File: config.mk
export PLATFORM = sky130hd
export DESIGN_NAME = gtsd_ctrl
export DESIGN_NICKNAME = d
export VERILOG_FILES = /design/src/hdl/gtsd_pkg.sv /design/src/hdl/gtsd_ctrl.sv
export SDC_FILE = /design/constraint.sdc
export NUM_CORES = 1
export LEC_CHECK = 0
export ABC_AREA = 1
export ABC_CLOCK_PERIOD_IN_PS = 2100
export BUFFER_PORTS_ARGS = -buffer_cell sky130_fd_sc_hd__buf_2
export CAP_MARGIN = 20
export CORE_AREA = 2 2 39 41
export CTS_CLUSTER_DIAMETER = 60
export CTS_CLUSTER_SIZE = 12
export DETAILED_ROUTE_END_ITERATION = 12
export DIE_AREA = 0 0 41 43
export SETUP_SLACK_MARGIN = 0.15
export SYNTH_ARGS = -nofsm -noshare
export SYNTH_HDL_FRONTEND = slang
export SYNTH_SLANG_ARGS = --single-unit
File: constraint.sdc
create_clock -name clk -period 2.1 [get_ports clk]
set_input_delay 0.63 -clock clk [delete_from_list [all_inputs] [get_ports clk]]
set_output_delay 0.63 -clock clk [all_outputs]
set_load 0.03 [all_outputs]
File: src/hdl/gtsd_pkg.sv
// Package for the giant tour split block: field widths, register indexes,
// controller state type and the command/status structs between modules.
// No dependencies.
package gtsd_pkg;

  // Field widths fixed by the item formats
  localparam int DEMAND_W   = 16;
  localparam int DIST_W     = 20;
  localparam int CAP_W      = 24;
  localparam int PEN_W      = 16;
  localparam int COST_W     = 40;
  localparam int COUNT_W    = 9;

  // Configuration port
  localparam int CFG_DATA_W = 32;
  localparam int CFG_ADDR_W = 3;

  // Default storage depth
  localparam int MAX_STOPS_DEF = 256;

  // Saturation ceiling of all costs
  localparam logic [COST_W-1:0] COST_MAX = '1;

  // Register indexes (word address bit 2)
  localparam logic REG_CAPACITY = 1'b0;
  localparam logic REG_PENALTY  = 1'b1;

  typedef enum logic [1:0] {
    ST_IDLE,
    ST_WALK,
    ST_DRAIN,
    ST_FINISH
  } state_t;

  typedef struct packed {
    logic [CAP_W-1:0] vehicle_capacity;
    logic [PEN_W-1:0] penalty_per_unit;
  } cfg_regs_t;

  typedef struct packed {
    logic load_item;  // word accepted: latch it and set up the walk
    logic walk_en;    // issue one back-walk read and step the index
    logic commit;     // finish the item and load the result register
  } dp_cmd_t;

  typedef struct packed {
    logic drop_in;    // word at the input would overrun storage
    logic walk_last;  // index at stop 1: this issue is the last one
    logic pipe_busy;  // candidates still in flight
  } dp_status_t;

endpackage

File: src/hdl/gtsd_ctrl.sv
// Controller state machine: accepts a stop, walks back, drains the pipe and
// commits the result; a dropped stop skips to commit. Depends on gtsd_pkg.
module gtsd_ctrl (
  input  logic                 clk,
  input  logic                 rst_n,
  input  logic                 in_valid,
  output logic                 in_ready,
  output logic                 out_valid,
  input  logic                 out_ready,
  input  gtsd_pkg::dp_status_t status,
  output gtsd_pkg::dp_cmd_t    cmd
);
  import gtsd_pkg::*;

  state_t state_r, state_nxt;
  logic   out_valid_r, out_valid_nxt;
  logic   out_free;

  assign out_free = ~out_valid_r | out_ready;

  // Next state
  always_comb begin
    state_nxt = state_r;
    unique case (state_r)
      ST_IDLE: begin
        if (in_valid) begin
          state_nxt = status.drop_in ? ST_FINISH : ST_WALK;
        end
      end
      ST_WALK: begin
        if (status.walk_last) state_nxt = ST_DRAIN;
      end
      ST_DRAIN: begin
        if (!status.pipe_busy) state_nxt = ST_FINISH;
      end
      ST_FINISH: begin
        if (out_free) state_nxt = ST_IDLE;
      end
      default: state_nxt = ST_IDLE;
    endcase
  end

  // Outputs
  always_comb begin
    cmd      = '0;
    in_ready = 1'b0;
    unique case (state_r)
      ST_IDLE: begin
        in_ready      = 1'b1;
        cmd.load_item = in_valid;
      end
      ST_WALK:   cmd.walk_en = 1'b1;
      ST_DRAIN:  cmd = '0;
      ST_FINISH: cmd.commit = out_free;
      default:   cmd = '0;
    endcase
  end

  // Result word valid flag
  always_comb begin
    out_valid_nxt = out_valid_r;
    if (cmd.commit) begin
      out_valid_nxt = 1'b1;
    end else if (out_ready) begin
      out_valid_nxt = 1'b0;
    end
  end

  always_ff @(posedge clk) begin
    if (!rst_n) begin
      state_r     <= ST_IDLE;
      out_valid_r <= 1'b0;
    end else begin
      state_r     <= state_nxt;
      out_valid_r <= out_valid_nxt;
    end
  end

  assign out_valid = out_valid_r;

endmodule

# Word-level counts from Yosys, hierarchy flattened

Cells that the tools add are included.

Bits in registers: 3
Bits of input ports: 7
Output and inout port bits: 5
Word-level logic and storage cells: 26

Equality and inequality tests: 7
Muxes and demuxes: 12
Bitwise logic cells: 2
Reductions and logical operators: 3

Operators with widths:

| operator                                                         | number |
|---|---|
| 2-bit 2-to-1 mux                                                 | 5 |
| 2-bit != test (second input constant)                            | 4 |
| 2-bit case mux with 4 select lines                               | 1 |
| 1-bit 2-to-1 mux                                                 | 6 |
| 2-bit == test (second input constant)                            | 2 |
| 4-bit AND reduction                                              | 1 |
| 2-bit by 1-bit == test with 1-bit output (second input constant) | 1 |
| 2-bit logical NOT                                                | 1 |
| 2-bit nonzero test                                               | 1 |
| 1-bit inverter                                                   | 1 |
| 1-bit OR                                                         | 1 |

# Logic depth before layout (Yosys ltp)

Depth after elaboration: 4
Depth in mapped cells: 8
Mapped depth without buffers: 8

# Worst setup path before layout

Ideal clock, no wire load.

Path kind: register -> output
Start: register state_r[0]
End: output cmd[2] (netlist bit)
Data arrival time: 1.087 ns
Required time: 1.470 ns
Path slack: 0.383 ns
Cell stages (with the launch flop): 5
Path buffers: 0
Cell sequence: dfxtp_1 inv_1 ha_1 nand2_1 inv_1

RTL lines:

| element                  | RTL line        | source |
|---|---|---|
| start: declaration       | gtsd_ctrl.sv:15 | `state_t state_r, state_nxt;` |
| start signal: assignment | gtsd_ctrl.sv:74 | `state_r <= state_nxt;` |
| end: declaration         | gtsd_ctrl.sv:11 | `output gtsd_pkg::dp_cmd_t cmd` |

==> summary.md <==
| Metric | Value |
|---|---|
| Run status | finished, final reports clean |
| Initial antenna violation count | 0 |
| Pwr/cell area | about 1400 nW/um2 |
| Post-synth EDFFs | 0 |
| Synth Area per Inst | 6.812 um2 |
| DRC viols | 0 |
| Ant. Diodes | 0 |
| Rel. slew slack | 0.8851 |
| Fmax | between 500 and 600 MHz |
| Skew final | 0.0001120 ns |
| IO Pins | 12 |
| Vias in the first global route | 210 |
| Setup crit end kind | primary output |
| Final slew viol count | 0 |
| Sequential cell area fraction in the yosys report | 0.2449 |
| Post-synth top cells | 9 x nand2_1, 5 x inv_1, 4 x ha_1, 4 x nor2_1, 3 x dfxtp_1 |
| DIE HEIGHT | ~43 um |
| H-tree depth | 1 |
| Critical path arrival | about 1.2 ns |
| # port buffers | 11 |
| Total CTS buffers | 3 |
| FP Rows | 14 |
| First-pass detailed-route iteration total | 3 |
| Fill count | 168 |
| Wirelength, routed | 478 um |
| First-pass GRT wire length | between 700 and 800 um |
| DP Cell Count | 62 |
| Mapped Cells | 36 |
| Yosys warns | 0 |
| Worst-path maximum fanout | 5 |
| Post-detailed-placement half-perimeter wirelength | approximately 420 um |
| Initial Utilization | 0.1772 |
| CTS tree | yes |
| Final Hold Viols | 0 |
| Leak | between 0.15 and 0.2 nW |
| Unrepaired setup endpoints after global routing | false |
| Finished Core Util | 0.2459 |
| Total track usage | 0.06914 |
| Final #Nets | 62 |
| Finished Layout Cells | 66 |
| Mapped Area | around 250 um2 |
| Vias per std cell | ~3.7 |
| Final Setup Violations | 0 |
| Kind of critical path | reg -> out |
| Synth area leaders | dfxtp_1 24%, ha_1 20%, nand2_1 14%, inv_1 7.7%, nor2_1 6.1% |
| Count leader, synth | nand2_1 |
| Max-cap violation count | 0 |
| Total setup buffers inserted after CTS | 0 |
| Post-synth ARST share | 0 |
| WL per Instance | between 7 and 8 um |
| First-iteration detailed-routing DRC count | 3 |
| CTS Hold Bufs | 0 |
| Chip width | 41 um |
| Post-synthesis net count | between 40 and 50 |
| Crit path time final | 1.819 ns |
| Crit-path max cell delay | around 0.37 ns |
| Clock buffer depth | 2 |
| Total number of vias | roughly 240 |
| Routability cong. | ~0.61 |
| Hold/Removal Path Class | reg -> reg |
| Most used flip-flop cell after synthesis | dfxtp_1 |
| Area leader, netlist | dfxtp_1 |
| CP Cell Sequence | inv_1, ha_1, nand2_1, inv_1, buf_2 |
| Hold_ws | a little under 0.5 ns |
| CP max-delay cell | dfxtp_1 |
| #FFs+latches synth | 3 |
| Area growth from synthesis to layout | 38.78% |
| Layout cells sized above 1 | 0.4000 |
| Setup TNS | 0 ns |
| Largest net degree at the start of global routing | 6 |
| Worst VDD drop | roughly 470 uV |
| GRT overflow | 0 |
| Clock transition at the registers of the reported paths | roughly 0.040 ns |
| Area share of the leading cell type in the synthesized netlist | 0.2449 |
| Most used cell, CP | inv_1 |
| Clk_lat worst skew | approximately 0.23 ns |
| Core Region | between 1000 and 1500 um2 |
| DRT antenna net count | 0 |
| Root buffer cell | clkbuf_4 |
| Period Utilization, post-route | 0.8662 |
| Startpoint Class | flip-flop |
| Synth cell types | 14 |
| Die ar. | between 1500 and 2000 um2 |
| Tightest Pin Transition | around 0.17 ns |
| Clock sinks | 3 |
| Worst path required time | 1.47 ns |
## final timing paths
check / depth (start not counted) / start / slack, ns / endpoint
worst min-delay path: 2 / out_valid / 0.50 / out_valid
worst min register to register: 2 / out_valid / 0.50 / out_valid
worst max register to register: 8 / state_r[1] / 0.87 / state_r[1]
worst max-delay path: 5 / state_r[1] / 0.28 / cmd[2]
## power by group
part | internal (mW) | leakage [nW] | switching (mW)
sequential | 0.0798 | 0.0250 | 0.0209
combinational | 0.0998 | 0.157 | 0.188
clock | 0.0712 | 0.0150 | 0.0295
total | 0.251 | 0.196 | 0.239
## repair_timing
action,in CTS,in global routing
resized for setup,0,1
hold endpoints to repair,0,0
setup endpoints to repair,0,1
## critical path: cells and delay by family, from the launching register on
family | cells | cell delay [ns]
DFF | 1 | 0.37
buffers and inverters | 3 | 0.27
adders and majority gates | 1 | 0.24
and+or+nand+nor | 1 | 0.08
## layer usage
| layer | global-route usage | part of all wire | vias to the layer above | wire length [um] |
|---|---|---|---|---|
| met5 | 0 | 0 | - | 0 |
| met4 | 0.08000 | 0 | 0 | 0 |
| met3 | 0.03141 | 0.077 | 0 | 37 |
| met2 | 0.08750 | 0.44 | 9 | 208 |
| met1 | 0.07348 | 0.49 | 98 | 233 |
| li1 | - | - | 137 | - |
## registers in the layout (all words and copies together), names as in the netlist
signal / count
state_r: 2
out_valid: 1
## layout make-up
type                            count  area (um2)  area share
Tap cell                           16       20.02     0.05882
Timing Repair Buffer               11       55.05      0.1618
Sequential cell                     3       61.31      0.1801
Clock buffer                        4       26.28     0.07721
Inverter                            7       26.28     0.07721
Multi-Input combinational cell     25       151.4      0.4449
## per-stage QoR
step                total power, mW  worst slack (ns)  instance area, um2
finish                       0.4895            0.2809               340.3
global route                 0.5431            0.1575               340.3
CTS                          0.4987            0.2340               339.1
detailed placement           0.3919            0.4150               312.8
global placement             0.3876            0.4260               312.8
floorplan                    0.3370            0.3832               245.2
## layout by cell type (no fill, tap or decap), drive strengths merged
cell	count
nand3	1
nand2	9
a21oi	1
nand4	1
ha	4
o21ai	1
inv	7
buf	11
nor2	6
clkbuf	4
a21boi	2
dfxtp	3
## kinds of logic after synthesis
| family | count (synthesis) | synth area share |
|---|---|---|
| buf+inv | 8 | 0.1378 |
| compound gates | 4 | 0.1174 |
| simple gates | 17 | 0.2959 |
| flops | 3 | 0.2449 |
| fa+ha+maj | 4 | 0.2041 |
Power figures use the tool's default switching activity.
