--- src/hdl/gtsd_pkg.sv ---
// Package for the giant tour split block: field widths, register indexes,
// controller state type and the command/status structs between modules.
// No dependencies.
package gtsd_pkg;

  // Field widths fixed by the item formats
  localparam int DEMAND_W   = 16;
  localparam int DIST_W     = 20;
  localparam int CAP_W      = 24;
  localparam int PEN_W      = 16;
  localparam int COST_W     = 40;
  localparam int COUNT_W    = 9;

  // Configuration port
  localparam int CFG_DATA_W = 32;
  localparam int CFG_ADDR_W = 3;

  // Default storage depth
  localparam int MAX_STOPS_DEF = 256;

  // Saturation ceiling of all costs
  localparam logic [COST_W-1:0] COST_MAX = '1;

  // Register indexes (word address bit 2)
  localparam logic REG_CAPACITY = 1'b0;
  localparam logic REG_PENALTY  = 1'b1;

  typedef enum logic [1:0] {
    ST_IDLE,
    ST_WALK,
    ST_DRAIN,
    ST_FINISH
  } state_t;

  typedef struct packed {
    logic [CAP_W-1:0] vehicle_capacity;
    logic [PEN_W-1:0] penalty_per_unit;
  } cfg_regs_t;

  typedef struct packed {
    logic load_item;  // word accepted: latch it and set up the walk
    logic walk_en;    // issue one back-walk read and step the index
    logic commit;     // finish the item and load the result register
  } dp_cmd_t;

  typedef struct packed {
    logic drop_in;    // word at the input would overrun storage
    logic walk_last;  // index at stop 1: this issue is the last one
    logic pipe_busy;  // candidates still in flight
  } dp_status_t;

endpackage

--- src/hdl/gtsd_cfg.sv ---
// APB-style configuration registers: vehicle capacity and penalty per unit.
// Depends on gtsd_pkg.
module gtsd_cfg (
  input  logic                            clk,
  input  logic                            rst_n,
  input  logic                            psel,
  input  logic                            penable,
  input  logic                            pwrite,
  input  logic [gtsd_pkg::CFG_ADDR_W-1:0] paddr,
  input  logic [gtsd_pkg::CFG_DATA_W-1:0] pwdata,
  output logic [gtsd_pkg::CFG_DATA_W-1:0] prdata,
  output logic                            pready,
  output gtsd_pkg::cfg_regs_t             regs
);
  import gtsd_pkg::*;

  cfg_regs_t regs_r, regs_nxt;
  logic      wr_en;
  logic      reg_idx;

  assign pready  = 1'b1;
  assign wr_en   = psel & penable & pwrite;
  assign reg_idx = paddr[2];

  // Write decode
  always_comb begin
    regs_nxt = regs_r;
    if (wr_en) begin
      unique case (reg_idx)
        REG_CAPACITY: regs_nxt.vehicle_capacity = pwdata[CAP_W-1:0];
        REG_PENALTY:  regs_nxt.penalty_per_unit = pwdata[PEN_W-1:0];
        default:      regs_nxt = regs_r;
      endcase
    end
  end

  always_ff @(posedge clk) begin
    if (!rst_n) begin
      regs_r <= '0;
    end else begin
      regs_r <= regs_nxt;
    end
  end

  // Read-back
  always_comb begin
    unique case (reg_idx)
      REG_CAPACITY: prdata = CFG_DATA_W'(regs_r.vehicle_capacity);
      REG_PENALTY:  prdata = CFG_DATA_W'(regs_r.penalty_per_unit);
      default:      prdata = '0;
    endcase
  end

  assign regs = regs_r;

endmodule

--- config.mk ---
export PLATFORM = sky130hd
export DESIGN_NAME = gtsd_cfg
export DESIGN_NICKNAME = d
export VERILOG_FILES = /design/src/hdl/gtsd_pkg.sv /design/src/hdl/gtsd_cfg.sv
export SDC_FILE = /design/constraint.sdc
export NUM_CORES = 1
export LEC_CHECK = 0
export BUFFER_PORTS_ARGS = -buffer_cell sky130_fd_sc_hd__buf_2
export CAP_MARGIN = 20
export CORE_MARGIN = 10
export CORE_UTILIZATION = 34
export DETAILED_ROUTE_END_ITERATION = 8
export PLACE_DENSITY = 0.75
export SLEW_MARGIN = 10
export SYNTH_ARGS = -nofsm -noshare
export SYNTH_HDL_FRONTEND = slang
export SYNTH_SLANG_ARGS = --single-unit
--- constraint.sdc ---
create_clock -name clk -period 2.1 [get_ports clk]
set_input_delay 0.21 -clock clk [delete_from_list [all_inputs] [get_ports clk]]
set_output_delay 0.21 -clock clk [all_outputs]
set_load 0.005 [all_outputs]
After elaboration in Yosys (flattened, before gate mapping). Cells that the tools add are included.

Bits in registers: 40. Memories kept: 0. Memory bits (writable): 0. ROM bits: 0. Latch bits: 0. Output and inout port bits: 73. Logic and storage cells: 8.

Bitwise logic cells: 3. Add/sub/neg operators: 0. Mux-type cells: 1. Reduce and logical (&&, ||, !) cells: 2. Magnitude comparators: 0. $mul: 0. Shift operators: 0. Divide/modulo/power cells: 0. Equality and inequality tests: 0.

Operator list (count): $pmux W32 S2 (1); $reduce_and A2 Y1 (2); $and A1 B1 Y1 (2); $not A1 Y1 (1).

Logic depth before layout (Yosys ltp). Gate-level depths: netlist of the first run.

Depth in word-level cells: 3. Gate-level depth with buffers: 5.

Worst setup path before layout of the first run. No wires, ideal clock.

Path type: input to register. Start point: in paddr[2] (netlist bit). End point: reg regs_r, in the netlist regs[20]. Setup slack: 1.021 ns. Stages on the path: 5. Arrival time: 1.007 ns. Path buffers: 3. Cell sequence: buf_6 and4b_1 buf_6 buf_8 mux2i_1.

Longest elaborated chain between the ends: 2.

RTL lines: start: declaration (RTL line gtsd_cfg.sv:9) `input logic [gtsd_pkg::CFG_ADDR_W-1:0] paddr,`; $not A1 Y1; $reduce_and A2 Y1 (no source line); end signal: assignment (RTL line gtsd_cfg.sv:41) `regs_r <= regs_nxt;`; end: declaration (RTL line gtsd_cfg.sv:17) `cfg_regs_t regs_r, regs_nxt;`.

No other way between the ends. A chain may end at the register's enable or synchronous reset.

Worst setup path after layout of the first run.
Start point: in paddr[2] (netlist bit). End point: out prdata[9] (netlist bit).

Longest elaborated chain between the ends: 2.

RTL lines: $not A1 Y1; $pmux W32 S2 * (RTL line gtsd_cfg.sv:47) `unique case (reg_idx)`; end: declaration (RTL line gtsd_cfg.sv:11) `output logic [gtsd_pkg::CFG_DATA_W-1:0] prdata,`.

Mark *: on every way between the ends. The rest lies on a longest branch, timed or not. The select of a mux whose other input is x is not followed.

==> results of run 1 <==
-- cell families after synthesis --
| kind of cell | synth area share |
|---|---|
| buf+inv | 0.0903 |
| other cells | 0.00401 |
| simple gates | 0.167 |
| mux | 0.310 |
| flops | 0.428 |
-- synth_stat cells --
master / count / area share
nand2_1: 64 / 0.13
dfxtp_1: 40 / 0.43
mux2i_1: 40 / 0.21
mux2_2: 16 / 0.096
buf_4: 9 / 0.036
nor2b_1: 8 / 0.027
clkbuf_1: 6 / 0.012
buf_2: 3 / 0.0080
buf_6: 3 / 0.018
buf_8: 2 / 0.016
conb_1: 2 / 0.0040
and4b_1: 1 / 0.0054
nand4_2: 1 / 0.0067
-- power by group through the flow --
| stage | logic, mW | clock network, mW | registers, mW |
|---|---|---|---|
| global route | 0.172 | 0.533 | 0.788 |
| finish | 0.153 | 0.472 | 0.786 |
| global placement | 0.154 | 0 | 0.803 |
| CTS | 0.157 | 0.501 | 0.786 |
| floorplan | 0.101 | 0 | 0.804 |
| detailed placement | 0.156 | 0 | 0.804 |
-- cell usage in the layout, fill, tap and decap left out --
| cell | netlist | final |
|---|---|---|
| buf_2 | 3 | 93 |
| clkbuf_8 | 0 | 5 |
| nand4_2 | 1 | 1 |
| nand2_1 | 64 | 64 |
| conb_1 | 2 | 9 |
| clkinv_2 | 0 | 1 |
| and4b_2 | 0 | 1 |
| nor2b_1 | 8 | 8 |
| buf_12 | 0 | 1 |
| dfxtp_1 | 40 | 40 |
| mux2i_1 | 40 | 40 |
| mux2_2 | 16 | 16 |
| clkbuf_1 | 6 | 1 |
| buf_4 | 9 | 2 |
-- worst max-delay path: stages --
cell	delay, ps
buf_2	220
buf_4	290
mux2_2	360
buf_2	130
-- through the flow --
| stage | cells | utilization |
|---|---|---|
| 6_report | 352 | 0.460 |
| 5_1_grt | 352 | 0.460 |
| 4_1_cts | 352 | 0.460 |
| 3_5_place_dp | 345 | 0.445 |
| 3_3_place_gp | 345 | 0.445 |
| 2_1_floorplan | 202 | - |
-- layout make-up --
cell class | count | area share
Multi-Input combinational cell | 139 | 0.388
Sequential cell | 40 | 0.334
Timing Repair Buffer | 96 | 0.209
Tap cell | 70 | 0.0366
Clock buffer | 6 | 0.0303
Clock inverter | 1 | 0.00209
-- path summary, 6_finish.rpt --
| path | startpoint | endpoint | slack (ps) |
|---|---|---|---|
| max | paddr[2] | prdata[9] | 670 |
| min | pwdata[23] | regs[39] | 160 |
| max reg2reg | regs[18] | regs[18] | 1470 |
| min reg2reg | regs[35] | regs[35] | 470 |
-- layer usage --
| metal | track usage | share of wire |
|---|---|---|
| met1 | 0.115 | 0.40 |
| met2 | 0.186 | 0.49 |
| met3 | 0.0528 | 0.099 |
| met4 | 0.0380 | 0.012 |
| met5 | 0 | 0 |
==> results.tsv, run 1 <==
metric	value	unit
layout cells sized above 1	0.426	
fmax	698	MHz
RSZ-0062 raised after global routing	false	
clk_lat worst skew	280	ps
Setup Buffers After CTS	0	
Final Critical Period	1430	ps
Clock transition at path regs	70	ps
initial antenna violation count	0	
GPL Wtd Cong	0.702	
vias in the first global route	1622	
GRT Residual Overflow	0	
Crit. End Element	primary output	
TritonCTS Buffers	5	
Hold Path Class	input port to flop	
max reg flops	40	
Area Growth Syn to Fin	28.0	%
yosys warns	0	
DRT iter0 DRCs	70	
Arrival @ worst endpoint	1220	ps
Sink Count	40	
Final nets	322	
post-route ant nets	0	
Die Y	94.2	um
core footprint	0.00520	mm^2
slew margin rel.	0.451	
Final TNS setup	0	ps
pin slew with the least headroom to its limit	824	ps
I/O Buffers	93	
mapped cell area	0.00187	mm^2
final instance area	0.00239	mm^2
DR DRC count	0	
H-Tree Depth	2	
Syn Inst Count	195	
CTS tree	yes	
Max FO, Critical Path	17	
Worst Slack Setup Final	668	ps
Tot GR Track Use	0.110	
combinational power share	0.108	
drt pass-1 iters	4	
CTS-repair resized insts	0	
Critical Path Start Type	input port	
Power, Total	1.41	mW
post-synth cell types	13	
Worst Hold Depth	3	
Initial Utilization	0.359	
root buffer cell	clkbuf_8	
Req. time, crit path	1890	ps
clock power share	0.335	
clk buf depth	2	
first-pass GRT wire length	7840	um
pre-CTS WS	460	ps
DPL Wire Length	3870	um
status	complete, no violations	
WL/cell	14.4	um
Final Max Tran Viols	0	
period utilization	0.682	
Layout Skew	0	ps
register area	801	um^2
Hold WS	165	ps
pwr/cell area	589	mW/mm^2
Pint	1.07	mW
Max VDD drop	0.299	mV
final hold viol count	0	
Placed Area	0.00232	mm^2
via/cell ratio	4.46	
full die area	0.00887	mm^2
area of the multi-input gates	928	um^2
max-cap violations	0	
FF-to-FF path depth	2	
final wirelength	5060	um
Top-Level Pins	113	
switching power	0.338	mW
row count	26	
die span in x	94.2	um
critical path class	input port to primary output	
count of final setup violators	0	
syn avg cell area	9.59	um^2
largest net degree at the start of global routing	34	
Antenna Cells	0	
hold_buf cts	0	
Vias	1571	
fillers	525	
Yosys reg bits	40	
sw frac	0.240	
Seq/Total Area, Yosys	0.428	
Reg power frac	0.557	
LEAKAGE	1.29	nW
Power figures use the tool's default switching activity.
==> run 2, diff against run 1 <==
- PLACE_DENSITY: 0.75 -> 0.78
- clock period: 2.1 -> 1.2 ns (I/O delays scaled with it)
==> results.tsv, run 2 (synthesis gave the netlist of run 1 again) <==
metric	value	unit	change
clk buf depth	2		unchanged
initial antenna violation count	0		unchanged
H-Tree Depth	2		unchanged
full die area	0.00887	mm^2	unchanged
area of the multi-input gates	927	um^2	-0.13%
switching power	0.609	mW	+80%
post-route ant nets	0		unchanged
drt pass-1 iters	4		unchanged
TritonCTS Buffers	5		unchanged
worst path cell trace	mux2_2 > buf_2		
CTS-repair resized insts	0		unchanged
die span in x	94.2	um	unchanged
LEAKAGE	1.32	nW	+2.8%
max-cap violations	0		unchanged
GRT Residual Overflow	0		unchanged
register area	801	um^2	unchanged
Final Critical Period	1130	ps	
Final nets	326		+1.2%
Final TNS setup	0	ps	unchanged
DR DRC count	0		unchanged
first-pass GRT wire length	8020	um	+2.4%
Antenna Cells	0		unchanged
critical path class	flop to primary output		
layout cells sized above 1	0.434		+0.00803
clk_lat worst skew	280	ps	about the same
Top-Level Pins	113		unchanged
combinational power share	0.107		about the same
Top delay family on crit path	flip-flops		
Initial Utilization	0.359		unchanged
status	complete, no violations		
Die Y	94.2	um	unchanged
Tot GR Track Use	0.112		+0.00239
Worst Path Buf+Inv	1		-2
Max VDD drop	0.454	mV	+52%
final hold viol count	0		unchanged
clock power share	0.367		+0.032
Arrival @ worst endpoint	1010	ps	-210 ps
sw frac	0.233		-0.00653
WL/cell	14.2	um	-1.3%
row count	26		unchanged
CP max stage delay	330	ps	-30 ps
pwr/cell area	1060	mW/mm^2	+80%
Reg power frac	0.526		-0.031
final wirelength	5050	um	-0.22%
Area Growth Syn to Fin	31.9	%	
Final Max Tran Viols	0		unchanged
Vias	1600		+1.8%
period utilization	0.943		
Max FO, Critical Path	3		-14
vias in the first global route	1616		-0.37%
DPL Wire Length	4020	um	+3.7%
I/O Buffers	93		unchanged
Pint	2.00	mW	+87%
via/cell ratio	4.49		+0.70%
Crit. End Element	primary output		
hold_buf cts	0		unchanged
slowest stage cell, crit path	dfxtp_1		
Layout Skew	0	ps	unchanged
fillers	502		-4.4%
count of final setup violators	0		unchanged
Setup Buffers After CTS	0		unchanged
most common library cell in the layout ignoring fill and taps	buf_2		
Critical Path Start Type	flop		
Hold Path Class	input port to flop		
RSZ-0062 raised after global routing	false		
largest net degree at the start of global routing	65		+91%
most frequent cells in the layout	93 x buf_2, 64 x nand2_1, 40 x mux2i_1, 40 x dfxtp_1, 16 x mux2_2		
fmax	884	MHz	
DRT iter0 DRCs	58		-17%
core footprint	0.00520	mm^2	unchanged
Sink Count	40		unchanged
root buffer cell	clkbuf_8		
max reg flops	40		unchanged
Req. time, crit path	1080	ps	-810 ps
GPL Wtd Cong	0.698		-0.57%
CTS tree	yes		
Core Util, Final	0.474		+0.0139
Clock transition at path regs	70	ps	about the same
==> run 2: power by group through the flow <==
stage | registers (mW) | logic [mW] | clock network [mW]
detailed placement | 1.41 | 0.285 | 0
global route | 1.38 | 0.313 | 1.07
finish | 1.38 | 0.279 | 0.958
global placement | 1.40 | 0.279 | 0
CTS | 1.38 | 0.285 | 0.997
floorplan | 1.41 | 0.176 | 0
==> run 2: final timing paths <==
kind	slack, ps	depth (start not counted)	endpoint	from
min	70	3	regs[39]	pwdata[23]
max reg2reg	580	2	regs[10]	regs[10]
max	70	2	prdata[10]	regs[10]
min reg2reg	460	2	regs[39]	regs[39]
==> run 2: final cells by class <==
class	count	share of cell area
Clock buffer	7	0.0390
Multi-Input combinational cell	139	0.376
Sequential cell	40	0.325
Tap cell	70	0.0355
Timing Repair Buffer	100	0.225
==> run 2: through the flow <==
step / power, mW / std cells / area, um^2 / setup slack, ps / hold slack (ps)
4_1_cts: 2.66 / 356 / 2470 / 56.9 / 67.2
6_report: 2.61 / 356 / 2470 / 68.8 / 71.3
3_5_place_dp: 1.69 / 349 / 2370 / 101 / 377
2_1_floorplan: 1.58 / 202 / 1900 / 211 / 262
5_1_grt: 2.77 / 356 / 2470 / 19.7 / 69.3
3_3_place_gp: 1.68 / 349 / 2370 / 129 / 373
==> run 2: worst min-delay path, cell delays in order <==
cell and delay [ps]:
buf_2 90, nand2_1 40, mux2i_1 50
==> run 2: routing by layer <==
metal | global-route usage | vias up | wire, um
met4 | 0.0304 | 0 | 49
li1 | - | 803 | -
met1 | 0.121 | 729 | 1970
met5 | 0 | - | 0
met2 | 0.188 | 62 | 2460
met3 | 0.0568 | 6 | 565
==> run 3, diff against run 2 <==
- ABC_AREA: unset -> 1
- PLACE_DENSITY: 0.78 -> 0.76
- SETUP_SLACK_MARGIN: unset -> 0.4
==> results.tsv, run 3 <==
metric	value	unit	change
gr busiest metal	met2		
layout cells sized above 1	0.409		-0.0245
DRT iter0 DRCs	104		+79%
clk buf depth	2		unchanged
core footprint	0.00596	mm^2	+14%
Synth async-reset ratio	0		unchanged
max-cap violations	0		unchanged
DR DRC count	0		unchanged
period utilization	0.837		-0.105
final hold viol count	0		unchanged
reg-to-reg startpoint	regs[11]		
post-route ant nets	0		unchanged
Hold WS	149	ps	+77.5 ps
first-pass GRT wire length	9820	um	+22%
Yosys reg bits	40		unchanged
clk_lat worst skew	280	ps	about the same
critical path class	flop to primary output		
CP Capture Point	prdata[23]		
Die Y	98.4	um	+4.5%
RSZ-0062 raised after global routing	true		
number of synthesized flops with an enable pin	0		unchanged
Sink Count	40		unchanged
H-Tree Depth	2		unchanged
Arrival @ worst endpoint	880	ps	-130 ps
post-synth cell types	15		+2
worst flop-to-flop path endpoint	regs[11]		
Worst Setup SP	regs[39]		
GPL Wtd Cong	0.718		+2.9%
Final nets	457		+40%
Max VDD drop	0.521	mV	+15%
final wirelength	6140	um	+22%
hold_buf cts	0		unchanged
CTS tree	yes		
largest net degree at the start of global routing	41		-37%
dominant cells by area after synthesis	dfxtp_1 38%, nand2_1 16%, nor2_1 16%		
DPL Wire Length	4470	um	+11%
Vias	2205		+38%
Final Max Tran Viols	0		unchanged
Syn Inst Count	326		+67%
Tot GR Track Use	0.118		+0.00617
Final Critical Period	1000	ps	-126 ps
Top-Level Pins	113		unchanged
Power, Total	2.83	mW	+8.3%
most frequent cells in the layout	86 x nor2_1, 79 x nand2_1, 62 x buf_2		
count of final setup violators	0		unchanged
fmax	995	MHz	+13%
row count	28		+7.7%
Crit. End Element	primary output		
GRT Residual Overflow	0		unchanged
leading area contributor after synthesis	dfxtp_1		
Req. time, crit path	1080	ps	about the same
Antenna Cells	0		unchanged
mapped cell area	0.00209	mm^2	+12%
yosys warns	0		unchanged
Area Growth Syn to Fin	42.3	%	
LEAKAGE	1.59	nW	+20%
drt pass-1 iters	4		unchanged
Layout Skew	0	ps	unchanged
full die area	0.00968	mm^2	+9.1%
FF-to-FF path depth	3		+1
most frequent cell after synthesis	nand2_1		
root buffer cell	clkbuf_8		
via/cell ratio	4.47		-0.48%
WL/cell	12.5	um	-12%
most common library cell in the layout ignoring fill and taps	nor2_1		
synth cell count leaders	89 x nand2_1, 88 x nor2_1, 40 x dfxtp_1, 40 x nand3_1, 33 x inv_1		
die span in x	98.4	um	+4.5%
Hold Path Class	input port to flop		
Seq/Total Area, Yosys	0.383		-0.0446
max reg flops	40		unchanged
Worst Hold Depth	5		+2
Synth top area share	0.383		-0.0446
TritonCTS Buffers	5		unchanged
GR Util met2	0.208		+0.0206
Clock transition at path regs	70	ps	about the same
Register-to-Register Setup Slack	500	ps	-80 ps
pwr/cell area	952	mW/mm^2	-10%
Critical Path Start Type	flop		
met1 Use GR	0.129		+0.00759
status	complete, no violations		
Final TNS setup	0	ps	unchanged
syn avg cell area	6.41	um^2	-33%
vias in the first global route	2073		+28%
Synth Flop Type	dfxtp_1		
Initial Utilization	0.351		-0.00874
Max FO, Critical Path	3		unchanged
I/O Buffers	93		unchanged
met3 Usage GRT	0.0507		-0.00601
initial antenna violation count	0		unchanged
==> run 3: kinds of logic after synthesis <==
logic type / count (synthesis) / synth area share
buffers and inverters: 63 / 0.166
flip-flops: 40 / 0.383
other: 2 / 0.00360
AND/OR/NAND/NOR: 221 / 0.447
==> run 3: worst max-delay path, stage by stage, from the launching register on <==
cell,delay [ps]
dfxtp_2,360
inv_2,40
nor2_2,90
buf_2,120
==> run 3: worst min-delay path by stage <==
stage,from,end,slack [ps]
floorplan,pwdata[16],regs[32],340
global placement,pwdata[22],regs[38],430
detailed placement,pwdata[18],regs[34],440
CTS,pwdata[22],regs[38],140
global route,pwdata[21],regs[37],170
finish,pwdata[21],regs[37],150
==> run 3: what timing repair did <==
| item | in CTS | in global routing |
|---|---|---|
| setup endpoints to repair | 64 | 64 |
| buffers inserted | 1 | 3 |
| pin swaps | 3 | 18 |
| resized for setup | 47 | 44 |
==> run 3: report_power, final <==
| group | total [mW] | internal, mW | switching (mW) |
|---|---|---|---|
| Combinational | 0.486 | 0.231 | 0.255 |
| Sequential | 1.42 | 1.38 | 0.0426 |
| Clock | 0.920 | 0.469 | 0.451 |
| Total | 2.83 | 2.08 | 0.748 |
==> run 3: metrics by stage <==
step                utilization  worst slack [ps]  area, um^2  std cells
floorplan                     -               383        2110        333
global placement          0.430               166        2560        481
detailed placement        0.430               158        2560        481
CTS                       0.461               211        2740        490
global route              0.499               142        2970        493
finish                    0.499               195        2970        493
==> run 3: layout make-up <==
| type | count | area (um^2) |
|---|---|---|
| clock buffer | 8 | 90.1 |
| fill | 590 | 2980 |
| inverter | 34 | 135 |
| multi-input combinational | 230 | 997 |
| sequential | 40 | 853 |
| tap | 75 | 93.8 |
| timing repair buffer | 106 | 802 |
==> run 3: per-layer routing <==
metal / vias up / wire [um]
met4: 0 / 39
met1: 999 / 2390
met2: 66 / 3200
li1: 1134 / -
met3: 6 / 511
met5: - / 0
